## src/rrdes_pkg.sv

```systemverilog
`timescale 1ns / 1ps
// Shared types, DES tables and bit permutation functions for the reduced-round cipher.
// Used by rrdes_feistel and reduced_round_des_cipher; depends on nothing.
package rrdes_pkg;

  localparam int MAX_ROUNDS_DEF = 16;

  typedef enum logic [1:0] {
    S_IDLE,
    S_RUN,
    S_HOLD
  } rrdes_state_t;

  // Configuration register indexes
  localparam logic [1:0] REG_KEY    = 2'd0;
  localparam logic [1:0] REG_ROUNDS = 2'd1;
  localparam logic [1:0] REG_MODE   = 2'd2;

  localparam logic [6:0] IP_TAB [64] = '{
    7'd58, 7'd50, 7'd42, 7'd34, 7'd26, 7'd18, 7'd10, 7'd2,
    7'd60, 7'd52, 7'd44, 7'd36, 7'd28, 7'd20, 7'd12, 7'd4,
    7'd62, 7'd54, 7'd46, 7'd38, 7'd30, 7'd22, 7'd14, 7'd6,
    7'd64, 7'd56, 7'd48, 7'd40, 7'd32, 7'd24, 7'd16, 7'd8,
    7'd57, 7'd49, 7'd41, 7'd33, 7'd25, 7'd17, 7'd9,  7'd1,
    7'd59, 7'd51, 7'd43, 7'd35, 7'd27, 7'd19, 7'd11, 7'd3,
    7'd61, 7'd53, 7'd45, 7'd37, 7'd29, 7'd21, 7'd13, 7'd5,
    7'd63, 7'd55, 7'd47, 7'd39, 7'd31, 7'd23, 7'd15, 7'd7
  };

  localparam logic [6:0] FP_TAB [64] = '{
    7'd40, 7'd8, 7'd48, 7'd16, 7'd56, 7'd24, 7'd64, 7'd32,
    7'd39, 7'd7, 7'd47, 7'd15, 7'd55, 7'd23, 7'd63, 7'd31,
    7'd38, 7'd6, 7'd46, 7'd14, 7'd54, 7'd22, 7'd62, 7'd30,
    7'd37, 7'd5, 7'd45, 7'd13, 7'd53, 7'd21, 7'd61, 7'd29,
    7'd36, 7'd4, 7'd44, 7'd12, 7'd52, 7'd20, 7'd60, 7'd28,
    7'd35, 7'd3, 7'd43, 7'd11, 7'd51, 7'd19, 7'd59, 7'd27,
    7'd34, 7'd2, 7'd42, 7'd10, 7'd50, 7'd18, 7'd58, 7'd26,
    7'd33, 7'd1, 7'd41, 7'd9,  7'd49, 7'd17, 7'd57, 7'd25
  };

  localparam logic [5:0] E_TAB [48] = '{
    6'd32, 6'd1,  6'd2,  6'd3,  6'd4,  6'd5,
    6'd4,  6'd5,  6'd6,  6'd7,  6'd8,  6'd9,
    6'd8,  6'd9,  6'd10, 6'd11, 6'd12, 6'd13,
    6'd12, 6'd13, 6'd14, 6'd15, 6'd16, 6'd17,
    6'd16, 6'd17, 6'd18, 6'd19, 6'd20, 6'd21,
    6'd20, 6'd21, 6'd22, 6'd23, 6'd24, 6'd25,
    6'd24, 6'd25, 6'd26, 6'd27, 6'd28, 6'd29,
    6'd28, 6'd29, 6'd30, 6'd31, 6'd32, 6'd1
  };

  localparam logic [5:0] P_TAB [32] = '{
    6'd16, 6'd7,  6'd20, 6'd21, 6'd29, 6'd12, 6'd28, 6'd17,
    6'd1,  6'd15, 6'd23, 6'd26, 6'd5,  6'd18, 6'd31, 6'd10,
    6'd2,  6'd8,  6'd24, 6'd14, 6'd32, 6'd27, 6'd3,  6'd9,
    6'd19, 6'd13, 6'd30, 6'd6,  6'd22, 6'd11, 6'd4,  6'd25
  };

  localparam logic [6:0] PC1_TAB [56] = '{
    7'd57, 7'd49, 7'd41, 7'd33, 7'd25, 7'd17, 7'd9,
    7'd1,  7'd58, 7'd50, 7'd42, 7'd34, 7'd26, 7'd18,
    7'd10, 7'd2,  7'd59, 7'd51, 7'd43, 7'd35, 7'd27,
    7'd19, 7'd11, 7'd3,  7'd60, 7'd52, 7'd44, 7'd36,
    7'd63, 7'd55, 7'd47, 7'd39, 7'd31, 7'd23, 7'd15,
    7'd7,  7'd62, 7'd54, 7'd46, 7'd38, 7'd30, 7'd22,
    7'd14, 7'd6,  7'd61, 7'd53, 7'd45, 7'd37, 7'd29,
    7'd21, 7'd13, 7'd5,  7'd28, 7'd20, 7'd12, 7'd4
  };

  localparam logic [5:0] PC2_TAB [48] = '{
    6'd14, 6'd17, 6'd11, 6'd24, 6'd1,  6'd5,
    6'd3,  6'd28, 6'd15, 6'd6,  6'd21, 6'd10,
    6'd23, 6'd19, 6'd12, 6'd4,  6'd26, 6'd8,
    6'd16, 6'd7,  6'd27, 6'd20, 6'd13, 6'd2,
    6'd41, 6'd52, 6'd31, 6'd37, 6'd47, 6'd55,
    6'd30, 6'd40, 6'd51, 6'd45, 6'd33, 6'd48,
    6'd44, 6'd49, 6'd39, 6'd56, 6'd34, 6'd53,
    6'd46, 6'd42, 6'd50, 6'd36, 6'd29, 6'd32
  };

  localparam logic [3:0] SBOX [8][64] = '{
    '{4'd14, 4'd4, 4'd13, 4'd1, 4'd2, 4'd15, 4'd11, 4'd8,
      4'd3, 4'd10, 4'd6, 4'd12, 4'd5, 4'd9, 4'd0, 4'd7,
      4'd0, 4'd15, 4'd7, 4'd4, 4'd14, 4'd2, 4'd13, 4'd1,
      4'd10, 4'd6, 4'd12, 4'd11, 4'd9, 4'd5, 4'd3, 4'd8,
      4'd4, 4'd1, 4'd14, 4'd8, 4'd13, 4'd6, 4'd2, 4'd11,
      4'd15, 4'd12, 4'd9, 4'd7, 4'd3, 4'd10, 4'd5, 4'd0,
      4'd15, 4'd12, 4'd8, 4'd2, 4'd4, 4'd9, 4'd1, 4'd7,
      4'd5, 4'd11, 4'd3, 4'd14, 4'd10, 4'd0, 4'd6, 4'd13},
    '{4'd15, 4'd1, 4'd8, 4'd14, 4'd6, 4'd11, 4'd3, 4'd4,
      4'd9, 4'd7, 4'd2, 4'd13, 4'd12, 4'd0, 4'd5, 4'd10,
      4'd3, 4'd13, 4'd4, 4'd7, 4'd15, 4'd2, 4'd8, 4'd14,
      4'd12, 4'd0, 4'd1, 4'd10, 4'd6, 4'd9, 4'd11, 4'd5,
      4'd0, 4'd14, 4'd7, 4'd11, 4'd10, 4'd4, 4'd13, 4'd1,
      4'd5, 4'd8, 4'd12, 4'd6, 4'd9, 4'd3, 4'd2, 4'd15,
      4'd13, 4'd8, 4'd10, 4'd1, 4'd3, 4'd15, 4'd4, 4'd2,
      4'd11, 4'd6, 4'd7, 4'd12, 4'd0, 4'd5, 4'd14, 4'd9},
    '{4'd10, 4'd0, 4'd9, 4'd14, 4'd6, 4'd3, 4'd15, 4'd5,
      4'd1, 4'd13, 4'd12, 4'd7, 4'd11, 4'd4, 4'd2, 4'd8,
      4'd13, 4'd7, 4'd0, 4'd9, 4'd3, 4'd4, 4'd6, 4'd10,
      4'd2, 4'd8, 4'd5, 4'd14, 4'd12, 4'd11, 4'd15, 4'd1,
      4'd13, 4'd6, 4'd4, 4'd9, 4'd8, 4'd15, 4'd3, 4'd0,
      4'd11, 4'd1, 4'd2, 4'd12, 4'd5, 4'd10, 4'd14, 4'd7,
      4'd1, 4'd10, 4'd13, 4'd0, 4'd6, 4'd9, 4'd8, 4'd7,
      4'd4, 4'd15, 4'd14, 4'd3, 4'd11, 4'd5, 4'd2, 4'd12},
    '{4'd7, 4'd13, 4'd14, 4'd3, 4'd0, 4'd6, 4'd9, 4'd10,
      4'd1, 4'd2, 4'd8, 4'd5, 4'd11, 4'd12, 4'd4, 4'd15,
      4'd13, 4'd8, 4'd11, 4'd5, 4'd6, 4'd15, 4'd0, 4'd3,
      4'd4, 4'd7, 4'd2, 4'd12, 4'd1, 4'd10, 4'd14, 4'd9,
      4'd10, 4'd6, 4'd9, 4'd0, 4'd12, 4'd11, 4'd7, 4'd13,
      4'd15, 4'd1, 4'd3, 4'd14, 4'd5, 4'd2, 4'd8, 4'd4,
      4'd3, 4'd15, 4'd0, 4'd6, 4'd10, 4'd1, 4'd13, 4'd8,
      4'd9, 4'd4, 4'd5, 4'd11, 4'd12, 4'd7, 4'd2, 4'd14},
    '{4'd2, 4'd12, 4'd4, 4'd1, 4'd7, 4'd10, 4'd11, 4'd6,
      4'd8, 4'd5, 4'd3, 4'd15, 4'd13, 4'd0, 4'd14, 4'd9,
      4'd14, 4'd11, 4'd2, 4'd12, 4'd4, 4'd7, 4'd13, 4'd1,
      4'd5, 4'd0, 4'd15, 4'd10, 4'd3, 4'd9, 4'd8, 4'd6,
      4'd4, 4'd2, 4'd1, 4'd11, 4'd10, 4'd13, 4'd7, 4'd8,
      4'd15, 4'd9, 4'd12, 4'd5, 4'd6, 4'd3, 4'd0, 4'd14,
      4'd11, 4'd8, 4'd12, 4'd7, 4'd1, 4'd14, 4'd2, 4'd13,
      4'd6, 4'd15, 4'd0, 4'd9, 4'd10, 4'd4, 4'd5, 4'd3},
    '{4'd12, 4'd1, 4'd10, 4'd15, 4'd9, 4'd2, 4'd6, 4'd8,
      4'd0, 4'd13, 4'd3, 4'd4, 4'd14, 4'd7, 4'd5, 4'd11,
      4'd10, 4'd15, 4'd4, 4'd2, 4'd7, 4'd12, 4'd9, 4'd5,
      4'd6, 4'd1, 4'd13, 4'd14, 4'd0, 4'd11, 4'd3, 4'd8,
      4'd9, 4'd14, 4'd15, 4'd5, 4'd2, 4'd8, 4'd12, 4'd3,
      4'd7, 4'd0, 4'd4, 4'd10, 4'd1, 4'd13, 4'd11, 4'd6,
      4'd4, 4'd3, 4'd2, 4'd12, 4'd9, 4'd5, 4'd15, 4'd10,
      4'd11, 4'd14, 4'd1, 4'd7, 4'd6, 4'd0, 4'd8, 4'd13},
    '{4'd4, 4'd11, 4'd2, 4'd14, 4'd15, 4'd0, 4'd8, 4'd13,
      4'd3, 4'd12, 4'd9, 4'd7, 4'd5, 4'd10, 4'd6, 4'd1,
      4'd13, 4'd0, 4'd11, 4'd7, 4'd4, 4'd9, 4'd1, 4'd10,
      4'd14, 4'd3, 4'd5, 4'd12, 4'd2, 4'd15, 4'd8, 4'd6,
      4'd1, 4'd4, 4'd11, 4'd13, 4'd12, 4'd3, 4'd7, 4'd14,
      4'd10, 4'd15, 4'd6, 4'd8, 4'd0, 4'd5, 4'd9, 4'd2,
      4'd6, 4'd11, 4'd13, 4'd8, 4'd1, 4'd4, 4'd10, 4'd7,
      4'd9, 4'd5, 4'd0, 4'd15, 4'd14, 4'd2, 4'd3, 4'd12},
    '{4'd13, 4'd2, 4'd8, 4'd4, 4'd6, 4'd15, 4'd11, 4'd1,
      4'd10, 4'd9, 4'd3, 4'd14, 4'd5, 4'd0, 4'd12, 4'd7,
      4'd1, 4'd15, 4'd13, 4'd8, 4'd10, 4'd3, 4'd7, 4'd4,
      4'd12, 4'd5, 4'd6, 4'd11, 4'd0, 4'd14, 4'd9, 4'd2,
      4'd7, 4'd11, 4'd4, 4'd1, 4'd9, 4'd12, 4'd14, 4'd2,
      4'd0, 4'd6, 4'd10, 4'd13, 4'd15, 4'd3, 4'd5, 4'd8,
      4'd2, 4'd1, 4'd14, 4'd7, 4'd4, 4'd10, 4'd8, 4'd13,
      4'd15, 4'd12, 4'd9, 4'd0, 4'd3, 4'd5, 4'd6, 4'd11}
  };

  // Bit 1 of each table entry is the MSB of the source word.
  function automatic logic [63:0] perm_ip(logic [63:0] x);
    logic [63:0] y;
    for (int i = 0; i < 64; i++) y[63-i] = x[6'(7'd64 - IP_TAB[i])];
    return y;
  endfunction

  function automatic logic [63:0] perm_fp(logic [63:0] x);
    logic [63:0] y;
    for (int i = 0; i < 64; i++) y[63-i] = x[6'(7'd64 - FP_TAB[i])];
    return y;
  endfunction

  function automatic logic [47:0] perm_e(logic [31:0] x);
    logic [47:0] y;
    for (int i = 0; i < 48; i++) y[47-i] = x[5'(6'd32 - E_TAB[i])];
    return y;
  endfunction

  function automatic logic [31:0] perm_p(logic [31:0] x);
    logic [31:0] y;
    for (int i = 0; i < 32; i++) y[31-i] = x[5'(6'd32 - P_TAB[i])];
    return y;
  endfunction

  function automatic logic [55:0] perm_pc1(logic [63:0] x);
    logic [55:0] y;
    for (int i = 0; i < 56; i++) y[55-i] = x[6'(7'd64 - PC1_TAB[i])];
    return y;
  endfunction

  function automatic logic [47:0] perm_pc2(logic [55:0] x);
    logic [47:0] y;
    for (int i = 0; i < 48; i++) y[47-i] = x[6'(6'd56 - PC2_TAB[i])];
    return y;
  endfunction

  // Total left rotation of the key halves for round key idx (0-based), mod 28.
  function automatic logic [4:0] key_shift(logic [3:0] idx);
    logic [4:0] s;
    case (idx)
      4'd0:    s = 5'd1;
      4'd1:    s = 5'd2;
      4'd2:    s = 5'd4;
      4'd3:    s = 5'd6;
      4'd4:    s = 5'd8;
      4'd5:    s = 5'd10;
      4'd6:    s = 5'd12;
      4'd7:    s = 5'd14;
      4'd8:    s = 5'd15;
      4'd9:    s = 5'd17;
      4'd10:   s = 5'd19;
      4'd11:   s = 5'd21;
      4'd12:   s = 5'd23;
      4'd13:   s = 5'd25;
      4'd14:   s = 5'd27;
      default: s = 5'd0;
    endcase
    return s;
  endfunction

  function automatic logic [27:0] rotl28(logic [27:0] v, logic [4:0] s);
    logic [55:0] t;
    t = {v, v} << s;
    return t[55:28];
  endfunction

endpackage

```

## src/rrdes_feistel.sv

```systemverilog
`timescale 1ns / 1ps
// DES round function f(R, K): expansion, key mix, S-boxes and P permutation.
// Depends on rrdes_pkg for the tables and permutations.
module rrdes_feistel import rrdes_pkg::*; (
  input  logic [31:0] r,
  input  logic [47:0] subkey,
  output logic [31:0] f
);

  logic [47:0] x;
  logic [31:0] s;
  logic [5:0]  b;

  assign x = perm_e(r) ^ subkey;

  always_comb begin
    s = '0;
    b = '0;
    for (int j = 0; j < 8; j++) begin
      b = x[47 - 6*j -: 6];
      // row is the outer bit pair, column the middle four bits
      s[31 - 4*j -: 4] = SBOX[j][{b[5], b[0], b[4:1]}];
    end
  end

  assign f = perm_p(s);

endmodule

```

## src/reduced_round_des_cipher.sv

```systemverilog
`timescale 1ns / 1ps
// Top level of the reduced-round DES cipher: configuration registers, round sequencer,
// shared round datapath and output register. Depends on rrdes_pkg and rrdes_feistel.
//
// Usage:
//   Input channel: block_in with in_valid / in_stall. An item is taken when in_valid is
//   high and in_stall low. in_stall is high while a block is being worked on.
//   Output channel: block_out with out_valid / out_stall, from an output register.
//   Configuration: cfg_we writes cfg_data into register cfg_index (0 key, 1 round
//   count, 2 decrypt mode); write only while the block is idle.
//   Timing: the accept cycle applies IP and PC-1, then one Feistel round per cycle
//   through the single round unit, with the round key made on the fly by rotating the
//   stored key halves by the cumulative shift of that round and applying PC-2.
//   With n effective rounds (round count clamped to 1..MAX_ROUNDS), block_out is
//   loaded from the final halves after the last round, and a new item is taken only
//   once the previous block has left the round datapath for the output register.
//   Stall: a waiting result does not block the next accept. If a block finishes while
//   the previous result is still stalled, its final halves are held until the output
//   register frees up.
//   Reset: clears the handshake state and sets key 0, round count 16, encrypt mode.
module reduced_round_des_cipher import rrdes_pkg::*; #(
  parameter int MAX_ROUNDS = MAX_ROUNDS_DEF
) (
  input  logic        clk,
  input  logic        rst,
  input  logic [63:0] block_in,
  input  logic        in_valid,
  output logic        in_stall,
  output logic [63:0] block_out,
  output logic        out_valid,
  input  logic        out_stall,
  input  logic        cfg_we,
  input  logic [1:0]  cfg_index,
  input  logic [63:0] cfg_data
);

  localparam int RW = (MAX_ROUNDS > 1) ? $clog2(MAX_ROUNDS) : 1;

  logic [63:0] cipher_key;
  logic [4:0]  round_count;
  logic        decrypt_mode;

  rrdes_state_t state, state_next;

  logic [31:0]   l, r;
  logic [27:0]   c0, d0;
  logic [RW-1:0] k, left;
  logic          dir;

  logic [4:0]  nr_m1;
  logic [4:0]  shift;
  logic [47:0] subkey;
  logic [31:0] f;
  logic [63:0] fin_blk;
  logic        accept, last, out_free, load_out, round_en;

  // ---------------- configuration ----------------
  always_ff @(posedge clk) begin
    if (rst) begin
      cipher_key   <= '0;
      round_count  <= 5'd16;
      decrypt_mode <= 1'b0;
    end else if (cfg_we) begin
      case (cfg_index)
        REG_KEY:    cipher_key   <= cfg_data;
        REG_ROUNDS: round_count  <= cfg_data[4:0];
        REG_MODE:   decrypt_mode <= cfg_data[0];
        default: ;
      endcase
    end
  end

  // clamp round count to 1..MAX_ROUNDS, kept as count minus one
  always_comb begin
    if (round_count == 5'd0) begin
      nr_m1 = 5'd0;
    end else if (round_count > 5'(MAX_ROUNDS)) begin
      nr_m1 = 5'(MAX_ROUNDS - 1);
    end else begin
      nr_m1 = round_count - 5'd1;
    end
  end

  // ---------------- sequencer ----------------
  assign accept   = in_valid && !in_stall;
  assign last     = (left == '0);
  assign out_free = !out_valid || !out_stall;

  always_ff @(posedge clk) begin
    if (rst) begin
      state <= S_IDLE;
    end else begin
      state <= state_next;
    end
  end

  always_comb begin
    state_next = state;
    case (state)
      S_IDLE: begin
        if (in_valid) state_next = S_RUN;
      end
      S_RUN: begin
        if (last) state_next = out_free ? S_IDLE : S_HOLD;
      end
      S_HOLD: begin
        if (out_free) state_next = S_IDLE;
      end
      default: state_next = S_IDLE;
    endcase
  end

  always_comb begin
    in_stall = 1'b1;
    round_en = 1'b0;
    load_out = 1'b0;
    case (state)
      // hold off the sender while reset is applied
      S_IDLE: in_stall = rst;
      S_RUN: begin
        round_en = 1'b1;
        load_out = last && out_free;
      end
      S_HOLD: load_out = out_free;
      default: ;
    endcase
  end

  // ---------------- round datapath ----------------
  assign shift  = key_shift(4'(k));
  assign subkey = perm_pc2({rotl28(c0, shift), rotl28(d0, shift)});

  rrdes_feistel u_feistel (
    .r      (r),
    .subkey (subkey),
    .f      (f)
  );

  always_ff @(posedge clk) begin
    if (accept) begin
      {l, r}   <= perm_ip(block_in);
      {c0, d0} <= perm_pc1(cipher_key);
      k        <= decrypt_mode ? nr_m1[RW-1:0] : '0;
      left     <= nr_m1[RW-1:0];
      dir      <= decrypt_mode;
    end else if (round_en) begin
      if (last) begin
        // no half swap after the final round
        l <= l ^ f;
      end else begin
        l    <= r;
        r    <= l ^ f;
        k    <= dir ? (k - RW'(1)) : (k + RW'(1));
        left <= left - RW'(1);
      end
    end
  end

  // ---------------- output register ----------------
  assign fin_blk = (state == S_RUN) ? {l ^ f, r} : {l, r};

  always_ff @(posedge clk) begin
    if (rst) begin
      out_valid <= 1'b0;
    end else if (load_out) begin
      out_valid <= 1'b1;
    end else if (!out_stall) begin
      out_valid <= 1'b0;
    end
  end

  always_ff @(posedge clk) begin
    if (load_out) block_out <= perm_fp(fin_blk);
  end

  // ---------------- assertions ----------------
  a_accept_starts: assert property (@(posedge clk) disable iff (rst)
    accept |=> state == S_RUN)
    else $error("accepted item did not start the round sequence");

  a_hold_has_output: assert property (@(posedge clk) disable iff (rst)
    state == S_HOLD |-> out_valid)
    else $error("finished block held without a pending result");

  a_decrypt_key_order: assert property (@(posedge clk) disable iff (rst)
    (state == S_RUN && dir) |-> k == left)
    else $error("decrypt key index out of step with round counter");

  a_load_sets_valid: assert property (@(posedge clk) disable iff (rst)
    load_out |=> out_valid)
    else $error("output load did not raise out_valid");

endmodule
```

## config.mk

```make
export PLATFORM = sky130hd
export DESIGN_NAME = reduced_round_des_cipher
export DESIGN_NICKNAME = d
export VERILOG_FILES = /design/src/rrdes_pkg.sv /design/src/rrdes_feistel.sv /design/src/reduced_round_des_cipher.sv
export SDC_FILE = /design/constraint.sdc
export NUM_CORES = 1
export LEC_CHECK = 0
export BUFFER_PORTS_ARGS = -buffer_cell sky130_fd_sc_hd__buf_2
export CAP_MARGIN = 10
export CORE_UTILIZATION = 50
export CTS_BUF_LIST = sky130_fd_sc_hd__clkbuf_16
export DETAILED_ROUTE_END_ITERATION = 7
export PLACE_DENSITY = 0.72
export SLEW_MARGIN = 20
export SYNTH_ARGS = -nofsm -noshare
export SYNTH_HDL_FRONTEND = slang
export SYNTH_SLANG_ARGS = --single-unit
```

## constraint.sdc

```tcl
create_clock -name clk -period 5.8 [get_ports clk]
set_input_delay 0.58 -clock clk [delete_from_list [all_inputs] [get_ports clk]]
set_output_delay 0.58 -clock clk [all_outputs]
set_load 0.01 [all_outputs]
```

After elaboration in Yosys (flattened, before gate mapping)
Memories as Yosys holds them, arrays and structs flattened. A register that Yosys moved wholly into a read port is not among the register bits. Index checks and enable logic that the tools add are counted.

Register bits: 266. Bits in read-only memories: 2128. Output and inout port bits: 66. Word-level logic and storage cells: 116. Memories: 9.

Memory list: (name not given) (words 64, bits a word 4, rd ports 1, clocked after memory_dff 0, wr ports 0, RTL line rrdes_feistel.sv:22) `s[31 - 4*j -: 4] = SBOX[j][{b[5], b[0], b[4:1]}];`; (name not given) (words 64, bits a word 4, rd ports 1, clocked after memory_dff 0, wr ports 0, RTL line rrdes_feistel.sv:22); (name not given) (words 64, bits a word 4, rd ports 1, clocked after memory_dff 0, wr ports 0, RTL line rrdes_feistel.sv:22); (name not given) (words 64, bits a word 4, rd ports 1, clocked after memory_dff 0, wr ports 0, RTL line rrdes_feistel.sv:22); (name not given) (words 64, bits a word 4, rd ports 1, clocked after memory_dff 0, wr ports 0, RTL line rrdes_feistel.sv:22); (name not given) (words 64, bits a word 4, rd ports 1, clocked after memory_dff 0, wr ports 0, RTL line rrdes_feistel.sv:22); 3 more memories.

Add/sub/neg operators: 4. $lt $le $gt $ge: 9. Equal/unequal tests: 9. Shift operators: 2. Muxes and demuxes: 44. Bitwise logic cells: 10. Reduce and logical (&&, ||, !) cells: 16.

Operators by type and width (number): $mux W32 (6); $shl A56 B5 Y56 (2); $mux W4 (27); $mux W64 (1); $ge A7 B7 Y1 const B (8); $not A6 Y7 (8); $xor A48 B48 Y48 (1); $xor A32 B32 Y32 (1); $sub A4 B1 Y4 const B (3); $mux W2 (4); $ne A2 B2 Y1 const B (4); $reduce_and A2 Y1 (4); $pmux W2 S3 (1); $gt A5 B5 Y1 const B (1); $logic_not A5 Y1 (1); $add A4 B1 Y4 const B (1); $eq A2 B1 Y1 const B (2); $eq A2 B2 Y1 const B (2); $logic_not A2 Y1 (2); $logic_not A4 Y1 (1); $mux W1 (4); $logic_not A1 Y1 (3); $reduce_and A3 Y1 (1); $logic_and A1 B1 Y1 (2); other kinds (4) (4).

Longest topological paths before layout
Gate-level depths: netlist (run 1).

Depth after elaboration: 10. Depth in mapped cells: 22.

By module
A second synthesis (run 1) with hierarchy kept.

Cells, all modules: 1959. Area, all modules: 18929.4 um^2.

Modules (own cells, without submodules): reduced_round_des_cipher (instances 1, cells an instance 1284, area an instance 13693.1 um^2, sequential area each 7196.9 um^2); rrdes_feistel (instances 1, cells an instance 675, area an instance 5236.3 um^2, sequential area each 0.0 um^2).

Worst setup path after synthesis (run 1)
No wires, ideal clock.

Kind: register to register. Start: register state[1]. End: register block_out[0], enable pin. Setup time: 0.507 ns. Data arrival time: 4.171 ns. Setup slack: 1.122 ns. Cell stages (with the launch flop): 7. Buffers on the path: 1. Clock period less this slack: 4.678 ns. Cells stage by stage: dfxtp_1 > inv_1 > ha_1 > clkbuf_1 > a21o_1 > nand2_1 > a21oi_1.

Longest elaborated chain between the ends: 2.

RTL lines: start: declaration (RTL line reduced_round_des_cipher.sv:43) `rrdes_state_t state, state_next;`; start signal: assignment (RTL line reduced_round_des_cipher.sv:93) `state <= state_next;`; $eq A2 B2 Y1 or $eq A2 B1 Y1 (tied branches) (RTL line reduced_round_des_cipher.sv:117) `case (state)`; $pmux W1 S2 * (RTL line reduced_round_des_cipher.sv:117); net load_out (RTL line reduced_round_des_cipher.sv:55) `logic accept, last, out_free, load_out, round_en;`; end signal: assignment (RTL line reduced_round_des_cipher.sv:173) `if (load_out) block_out <= perm_fp(fin_blk);`; end: declaration (RTL line reduced_round_des_cipher.sv:29) `output logic [63:0] block_out,`.

Mark *: on every way through the listed nets, which the timed path passes. The rest lies on a longest branch. A chain may end at the register's enable or synchronous reset.

Final worst setup path (run 1)
Start: register shift[0] (netlist name). End: register l[20], data pin.

Longest elaborated chain between the ends: 10.

RTL lines: $shl A56 B5 Y56 (RTL line rrdes_pkg.sv:211) `t = {v, v} << s;`; $xor A48 B48 Y48 (RTL line rrdes_feistel.sv:14) `assign x = perm_e(r) ^ subkey;`; $not A6 Y7 (not written as such) (RTL line rrdes_feistel.sv:22); $mem_v2 Z64 W4; $mux W4 (not written as such) (2 in series) (RTL line rrdes_feistel.sv:22); $xor A32 B32 Y32 (RTL line reduced_round_des_cipher.sv:149) `l <= l ^ f;`; $mux W32 (RTL line reduced_round_des_cipher.sv:147) `if (last) begin`; $mux W32 (RTL line reduced_round_des_cipher.sv:146) `end else if (round_en) begin`; $mux W32 (RTL line reduced_round_des_cipher.sv:140) `if (accept) begin`; end signal: assignment (RTL line reduced_round_des_cipher.sv:141) `{l, r} <= perm_ip(block_in);`; end signal: assignment (RTL line reduced_round_des_cipher.sv:149); end signal: assignment (RTL line reduced_round_des_cipher.sv:151) `l <= r;`; end: declaration (RTL line reduced_round_des_cipher.sv:45) `logic [31:0] l, r;`.

No other way between the ends. The select of a mux whose other input is x is not followed.

==> impl_metrics.tcl, run 1 <==
set metrics [dict create \
    antenna_left 0 \
    placed_area_sq_um 22900 \
    max_stage_delay_ps 780 \
    clock_skew_ps 41.3 \
    ios 201 \
    syn_to_final_growth_pct 10.4 \
    tightest_slew_ps 1080 \
    gr-total-overflow 0 \
    rows 75 \
    num-fill-cells 3648 \
    fin_util_pct 56.4 \
    synth-xor-area-share_pct 6.42 \
    synthSimpleGateAreaFrac_pct 13.3 \
    synth_top_family_by_area "multiplexers" \
    clkTransAtPathRegs_ps 60 \
    cts_root_buffer "clkbuf_16" \
    synth_top_area_share_pct 26.9 \
    clockBufferDepth 3 \
    die_h_um 210 \
    cts_tree "done" \
    place_inst 2777 \
    path_cells "buf_12 -> mux4_2 -> mux2i_1 -> o22ai_1 -> or3_1 -> xor2_1 -> inv_1 -> ha_1 -> nor2_1 -> nor3_1 -> a2111oi_0 -> a21oi_1 -> o21ai_1 -> xnor2_1 -> nor2_1 -> o21ai_1" \
    final_max_slew_viol_count 0 \
    yosysSeqAreaShare_pct 33.4 \
    rsz0062_at_grt "false" \
    synthFlopType "edfxtp_1" \
    synth.area.mux_share_pct 21.4 \
    holdBufCountCts 0 \
    crit_buf_inv 2 \
    syn-cell-area_sq_um 21600 \
    critPathTopFamily "compound AO/OA/AOI/OAI gates" \
    fin_tns_setup_ps 0 \
    routed_wl_um 64300 \
    grt_use_total_pct 28.9 \
    hold_viol_final 0 \
    via_count 18500 \
    insertion_delay_ps 570 \
    min_period_over_period_pct 88.8 \
    rr_startpoint "shift[0]" \
    synth_edf_count 193 \
    relSlewSlack_pct 27.2 \
    synth.largest_area_cell "edfxtp_1" \
    drive_gt1_share_pct 23.0 \
    final_nets 2460 \
    core-area_sq_um 42200 \
    worstPathMaxFanout 39 \
    final_cells 2825 \
    async_reset_ff_share_pct 0 \
    worstHoldStart "cfg_data[62]" \
    clock_sinks 263 \
    syn_inst 2141 \
    crit_start "shift[0]" \
    viasPerCell 6.54 \
    critPathLaunchType "register" \
    multi_input_area_sq_um 13300 \
    drcViolationCount 0 \
    numCtsBuffers 28 \
    maxCapViolCount 0 \
    post-cts-setup-buffer-count 0 \
    syn_nets 2333 \
    dieArea_sq_um 44000 \
    min_period_ps 5150 \
    fmax_mhz 194 \
    critPathCaptureType "register" \
    synth_area_per_cell_sq_um 10.1 \
    synthAdderAreaFrac_pct 3.39 \
    yosysUniqueCellTypes 108 \
    antenna_found_initial 2 \
    dp_hpwl_um 46700 \
    gp_congestion 0.957 \
    worstHoldPathType "in2reg" \
    outcome "finished, final reports clean" \
    critPathKind "reg2reg" \
    drt-initial-drc-count 2229 \
    cp_slowest_cell "dfxtp_4" \
    register_area_sq_um 7200 \
    setup_viol 0 \
    antenna_cells 0 \
    htreeDepth 1 \
    synth_seq_cells 263 \
    cts-resized-gates 0 \
    grt_pass1_vias 17500 \
    initial_core_util_pct 51.1 \
    worstPathRequired_ps 6120 \
    wl_per_cell_um 22.7 \
    firstDrtPassIters 8 \
    die_w_um 210 \
    synth_compound_area_share_pct 17.2 \
    grt_max_degree 67 \
    grt_pass1_wl_um 99900 \
    worst_ep_arrival_time_ps 5470 \
    io_buffer_count 193 \
    synth_warnings 0 \
    finalInstanceArea_sq_um 23800 \
    synth_area_leaders "edfxtp_1, mux4_2, dfxtp_1, nand2_1, mux2i_1" \
]
kinds of logic after synthesis:
family | after synthesis
flops | 263
xor+xnor | 140
compound gates | 536
fa+ha+maj | 58
simple gates | 653
buf+inv | 213
mux | 278
final timing paths:
check / endpoint / slack, ps / depth (start not counted)
worst max-delay path: l[20] / 650 / 16
worst min-delay path: cipher_key[62] / 280 / 3
worst max register to register: l[20] / 650 / 16
worst min register to register: d0[4] / 400 / 0
placed cells by master, fill, tap and decap left out, types with 56 or more instances in the layout:
master / count
o21ai_0: 69
ha_1: 56
edfxtp_1: 193
a21oi_1: 144
dfxtp_1: 66
nand2_1: 312
mux4_2: 135
xnor2_1: 76
nor2_1: 155
mux2i_1: 116
buf_2: 193
layout make-up:
type	count	share of cell area, %
clock buffers	29	3.04
repair buffers	251	6.04
flip-flops and latches	263	30.2
clock inverters	19	0.929
well taps	539	2.83
inverters	59	0.940
multi-input cells	1665	56.0
worst register-to-register path, stage by stage, from the launching register on:
cell and delay (ps):
dfxtp_4 780, buf_12 310, mux4_2 550, mux2i_1 350, o22ai_1 140, or3_1 390, xor2_1 510, inv_1 250
ha_1 280, nor2_1 210, nor3_1 70, a2111oi_0 400, a21oi_1 90, o21ai_1 290, xnor2_1 130, nor2_1 100
o21ai_1 70
synthesized netlist by cell type (all sizes together), types with 12 or more instances:
| library cell | n |
|---|---|
| clkbuf | 68 |
| ha | 56 |
| o22ai | 33 |
| nor3 | 43 |
| edfxtp | 193 |
| mux2i | 125 |
| buf | 85 |
| a31oi | 14 |
| or3 | 15 |
| mux2 | 16 |
| o31ai | 17 |
| inv | 54 |
| a211oi | 28 |
| a21oi | 153 |
| o211ai | 29 |
| a22oi | 17 |
| xor2 | 52 |
| o21ai | 92 |
| xnor2 | 86 |
| mux4 | 137 |
| nor2 | 158 |
| a221o | 12 |
| and2 | 17 |
| nand2 | 313 |
| dfxtp | 70 |
| nand3 | 40 |
per-stage QoR:
stage               setup slack, ps  hold WS (ps)
floorplan                      1120           408
global placement                781           416
detailed placement              641           414
CTS                             663           259
global route                    230           273
finish                          648           275
state kept, by name (all words and copies together) (netlist names):
signal,flops
block_out,64
cipher_key,56
l,32
r,32
c0,28
d0,28
round_count,5
shift,5
k,4
left,4
state,2
decrypt_mode,1
dir,1
out_valid,1
routing by layer:
metal	GRT usage, %	up-vias	wire [um]
met5	0	-	11
li1	-	8366	-
met1	39.0	8869	26100
met3	6.18	155	6490
met4	13.2	2	3160
met2	44.4	1078	28500
Power of run 1 is not shown: default switching activity piles up to over one toggle a cycle in this logic, so the estimate is an artifact.
==> run 2, diff against run 1 <==
--- a/config.mk
+++ b/config.mk
@@ -8,7 +8,6 @@
 export BUFFER_PORTS_ARGS = -buffer_cell sky130_fd_sc_hd__buf_2
 export CAP_MARGIN = 10
 export CORE_UTILIZATION = 50
-export CTS_BUF_LIST = sky130_fd_sc_hd__clkbuf_16
 export DETAILED_ROUTE_END_ITERATION = 7
 export PLACE_DENSITY = 0.72
 export SLEW_MARGIN = 20
==> run 2 against run 1 <==
Net effect:
- final cell count unchanged
- highest routed layer unchanged
- critical endpoint unchanged
- non-clock buffer count unchanged
- fmax about the same
- largest cell class unchanged
==> impl_metrics.tcl, run 2 (synthesis gave the netlist of run 1 again) <==
set metrics [dict create \
    insertion_delay_ps 570 \
    worstHoldPathType "in2reg" \
    die_w_um 210 \
    critPathCaptureType "register" \
    path_cells "buf_12 -> mux4_2 -> mux2i_1 -> o22ai_1 -> or3_1 -> xor2_1 -> inv_1 -> ha_1 -> nor2_1 -> nor3_1 -> a2111oi_0 -> a21oi_1 -> o21ai_1 -> xnor2_1 -> nor2_1 -> o21ai_1" \
    dp_hpwl_um 46700 \
    fmax_mhz 194 \
    final_nets 2460 \
    critPathTopFamily "compound AO/OA/AOI/OAI gates" \
    top_regs "block_out (64), cipher_key (56)" \
    htreeDepth 1 \
    use_met3_pct 6.18 \
    regMostFlops "block_out" \
    gr-total-overflow 0 \
    cts_root_buffer "clkbuf_16" \
    clock_skew_ps 41.6 \
    cp_slowest_cell "dfxtp_4" \
    firstDrtPassIters 6 \
    crit_buf_inv 2 \
    io_buffer_count 193 \
    grt_pass1_vias 17500 \
    wl_per_cell_um 22.8 \
    viasPerCell 6.55 \
    die_h_um 210 \
    tightest_slew_ps 1080 \
    maxCapViolCount 0 \
    initial_core_util_pct 51.1 \
    grt_pass1_wl_um 99900 \
    pre_cts_ws_ps 641 \
    core-area_sq_um 42200 \
    top_usage_layer "met2" \
    dieArea_sq_um 44000 \
    setup_viol 0 \
    worstPathMaxFanout 39 \
    clkTransAtPathRegs_ps 60 \
    antenna_cells 0 \
    final_max_slew_viol_count 0 \
    finalInstanceArea_sq_um 23800 \
    rsz0062_at_grt "false" \
    worstPathRequired_ps 6120 \
    hold_viol_final 0 \
    via_count 18500 \
    largest_register_ff_count 64 \
    drcViolationCount 0 \
    min_period_over_period_pct 88.8 \
    ios 201 \
    clock_sinks 263 \
    groute.layer.met2.usage_pct 44.4 \
    placed_area_sq_um 22900 \
    outcome "finished, final reports clean" \
    critPathLaunchType "register" \
    grt_use_total_pct 28.9 \
    antenna_found_initial 2 \
    gp_congestion 0.957 \
    relSlewSlack_pct 27.2 \
    clockBufferDepth 3 \
    max_stage_delay_ps 780 \
    numCtsBuffers 28 \
    worst_ep_arrival_time_ps 5470 \
    cts_tree "done" \
    cts-resized-gates 0 \
    drive_gt1_share_pct 23.0 \
    drt-initial-drc-count 2225 \
    final_cell_mix "nand2_1, edfxtp_1, buf_2" \
    met1_usage_pct 39.0 \
    routed_wl_um 64300 \
    critPathKind "reg2reg" \
    post-cts-setup-buffer-count 0 \
    min_period_ps 5150 \
    fin_tns_setup_ps 0 \
    holdBufCountCts 0 \
    layout_commonest_cell "nand2_1" \
    antenna_left 0 \
    grt_max_degree 67 \
    fin_ws_ps 648 \
    syn_to_final_growth_pct 10.4 \
    rows 75 \
]
run 2: changes by cell type in the layout (fill, tap and decap cells not counted), sizes merged:
| cell | before | now |
|---|---|---|
| clkbuf | 29 | 33 |
| inv | 60 | 56 |
run 2: metal layers:
| layer | up-vias | wire, um |
|---|---|---|
| met5 | - | 11 |
| met4 | 2 | 3120 |
| met3 | 152 | 6550 |
| met2 | 1102 | 28500 |
| met1 | 8877 | 26100 |
| li1 | 8363 | - |
run 2: final timing paths:
| path | start | to | slack (ps) | cells after the start |
|---|---|---|---|---|
| min reg2reg | cipher_key[59] | d0[4] | 400 | 0 |
| max | shift[0] | l[20] | 650 | 16 |
| max reg2reg | shift[0] | l[20] | 650 | 16 |
| min | cfg_data[62] | cipher_key[62] | 280 | 3 |
run 2: metrics by stage:
step,instances,utilization [%],hold slack [ps]
floorplan,2141,-,408
global placement,2777,54.2,416
global route,2825,56.4,273
detailed placement,2777,54.2,414
finish,2825,56.4,275
CTS,2825,56.4,259
run 2: worst register-to-register path, delay by kind of cell, from the launching register on:
| family | cells | cell delay [ps] |
|---|---|---|
| compound gates | 5 | 990 |
| mux | 2 | 900 |
| flops | 1 | 780 |
| simple gates | 4 | 770 |
| xor+xnor | 2 | 640 |
| buf+inv | 2 | 560 |
| fa+ha+maj | 1 | 280 |
run 2: layout make-up:
| cell class | instances | area [sq um] |
|---|---|---|
| clock buffer | 33 | 741 |
| clock inverter | 15 | 206 |
| fill | 3648 | 18400 |
| inverter | 59 | 224 |
| multi-input combinational | 1665 | 13300 |
| sequential | 263 | 7200 |
| tap | 539 | 674 |
| timing repair buffer | 251 | 1440 |
Power of run 2 is left out for the same reason.
==> run 3, diff against run 2 <==
--- a/config.mk
+++ b/config.mk
@@ -9,8 +9,9 @@
 export CAP_MARGIN = 10
 export CORE_UTILIZATION = 50
 export DETAILED_ROUTE_END_ITERATION = 7
-export PLACE_DENSITY = 0.72
+export PLACE_DENSITY = 0.73
 export SLEW_MARGIN = 20
 export SYNTH_ARGS = -nofsm -noshare
 export SYNTH_HDL_FRONTEND = slang
+export SYNTH_HIERARCHICAL = 1
 export SYNTH_SLANG_ARGS = --single-unit
==> run 3 against run 2 <==
Net effect:
- register-to-register slack got worse by 20 ps
- critical path depth up 1
- fmax shrank 0.39%
- sequential share of layout area is 3.7 points higher
- first-iteration DRC count shrank 28%
- clock-buffer cell count up 1
- via count shrank 16%
- core utilization grew 0.94 points
==> impl_metrics.tcl, run 3 <==
set metrics [dict create \
    syn_to_final_growth_pct 12.0 \
    worst_ep_arrival_time_ps 5450 \
    cts_tree "done" \
    pre_cts_ws_ps 611 \
    drive_gt1_share_pct 19.2 \
    initial_core_util_pct 51.2 \
    routed_wl_um 49200 \
    cp_slowest_cell "xor2_1" \
    numCtsBuffers 27 \
    min_period_ps 5170 \
    async_reset_ff_share_pct 0 \
    min_period_over_period_pct 89.2 \
    grt_pass1_wl_um 78200 \
    dieArea_sq_um 38600 \
    fin_tns_setup_ps 0 \
    worstHoldStart "cfg_data[55]" \
    holdBufCountCts 0 \
    synth_top_area_share_pct 30.6 \
    rsz0062_at_grt "false" \
    fin_ws_ps 627 \
    grt_pass1_vias 14300 \
    synth_area_leaders "edfxtp_1, mux4_2, dfxtp_1, nand2_1, mux2i_1" \
    synthFlopType "edfxtp_1" \
    synth_edf_count 193 \
    final_max_slew_viol_count 0 \
    num-fill-cells 3194 \
    rr_startpoint "shift[0]" \
    antenna_left 0 \
    antenna_found_initial 0 \
    final_cell_mix "nand2_1, edfxtp_1, buf_2" \
    post-cts-setup-buffer-count 0 \
    synth_seq_cells 263 \
    synth_common_cells "nand2_1, a21oi_1, edfxtp_1" \
    ios 201 \
    worstPathRequired_ps 6080 \
    die_h_um 197 \
    cts-resized-gates 0 \
    synth_warnings 6 \
    crit_start "shift[0]" \
    drcViolationCount 0 \
    max_stage_delay_ps 600 \
    synth.largest_area_cell "edfxtp_1" \
    yosysSeqAreaShare_pct 38.0 \
    rows 70 \
    outcome "finished, final reports clean" \
    tightest_slew_ps 1040 \
    clock_skew_ps 24.9 \
    critPathLaunchType "register" \
    via_count 15500 \
    htreeDepth 1 \
    clockBufferDepth 3 \
    dp_hpwl_um 35900 \
    gp_congestion 0.955 \
    insertion_delay_ps 560 \
    hold_viol_final 0 \
    synth_most_common_cell "nand2_1" \
    critPathTopFamily "compound AO/OA/AOI/OAI gates" \
    drt-initial-drc-count 1593 \
    worstHoldPathType "in2reg" \
    firstDrtPassIters 8 \
    io_buffer_count 193 \
    worstPathMaxFanout 35 \
    relSlewSlack_pct 30.7 \
    largest_register_ff_count 64 \
    yosysUniqueCellTypes 75 \
    syn-cell-area_sq_um 18900 \
    grt_max_degree 72 \
    path_cells "buf_4 -> mux4_2 -> nand2_1 -> nand2_1 -> o21ai_0 -> mux2i_1 -> xor2_1 -> inv_1 -> ha_1 -> inv_1 -> o2111ai_1 -> and3_1 -> o21ai_0 -> xnor2_1 -> nor2_1 -> a21oi_1 -> o21ai_0" \
    clkTransAtPathRegs_ps 60 \
    regMostFlops "block_out" \
    syn_nets 2169 \
    maxCapViolCount 0 \
    wl_per_cell_um 18.7 \
    crit_buf_inv 3 \
    clock_sinks 263 \
    fmax_mhz 193 \
    antenna_cells 0 \
    gr-total-overflow 0 \
    setup_viol 0 \
    cts_root_buffer "clkbuf_16" \
    path_common_cell "o21ai_0" \
    core-area_sq_um 37000 \
    final_nets 2309 \
    synth_area_per_cell_sq_um 9.66 \
    syn_inst 1959 \
    grt_use_total_pct 25.2 \
    critPathCaptureType "register" \
    layout_commonest_cell "nand2_1" \
    viasPerCell 5.90 \
    die_w_um 197 \
    top_regs "block_out (64), cipher_key (56)" \
    critPathKind "reg2reg" \
]
## run 3: cell types whose count changed in the layout (fill, tap and decap cells not counted), sizes merged, moves of 12 or more
cell,delta
o22ai,-27
mux4,-52
a21oi,+40
buf,-12
nor3,-18
nand3,-18
nand2,+45
mux2i,-15
xnor2,+36
or3,-14
and2,-12
ha,+18
## run 3: final timing paths
kind | slack, ps | cells after the start | endpoint
worst max-delay path | 630 | 17 | l[6]
worst min-delay path | 260 | 3 | cipher_key[55]
worst max register to register | 630 | 17 | l[6]
worst min register to register | 430 | 0 | d0[16]
## run 3: logic make-up (layout without fill, tap and decap cells)
group / Yosys count / in the layout / synth area share, %
buffers and inverters: 188 / 349 / 4.26
and+or+nand+nor: 600 / 600 / 12.9
xor gates and xnor gates: 164 / 164 / 8.14
AOI/OAI and AO/OA: 457 / 457 / 14.6
muxes: 210 / 210 / 17.0
adders and majority gates: 77 / 77 / 5.10
DFF: 263 / 263 / 38.0
## run 3: through the flow
| stage | hold WS [ps] | instances | instance area (sq um) | util [%] |
|---|---|---|---|---|
| global placement | 413 | 2574 | 20300 | 55.0 |
| floorplan | 408 | 1959 | 18900 | - |
| global route | 247 | 2624 | 21200 | 57.4 |
| detailed placement | 415 | 2574 | 20300 | 55.0 |
| CTS | 233 | 2624 | 21200 | 57.3 |
| finish | 258 | 2624 | 21200 | 57.4 |
## run 3: area by class of cell
| class | count | area (sq um) | area share [%] |
|---|---|---|---|
| Multi-Input combinational cell | 1508 | 11000 | 51.7 |
| Tap cell | 504 | 631 | 2.97 |
| Timing Repair Buffer | 239 | 1310 | 6.18 |
| Clock inverter | 16 | 155 | 0.732 |
| Clock buffer | 34 | 712 | 3.36 |
| Sequential cell | 263 | 7200 | 34.0 |
| Inverter | 60 | 228 | 1.07 |
## run 3: worst reg2reg max path: stages, from the launching register on
cell and delay [ps]:
dfxtp_4 490, buf_4 520, mux4_2 610, nand2_1 120, nand2_1 70, o21ai_0 260, mux2i_1 140, xor2_1 600
inv_1 270, ha_1 290, inv_1 80, o2111ai_1 140, and3_1 270, o21ai_0 570, xnor2_1 220, nor2_1 70
a21oi_1 140, o21ai_0 90
## run 3: per-layer routing
metal	vias up	wire length, um	GRT usage [%]
met5	-	0	0
met4	0	1750	8.84
met3	91	3600	2.87
met2	688	22600	40.6
met1	7338	21200	35.3
li1	7375	-	-
Power of run 3 is left out for the same reason.
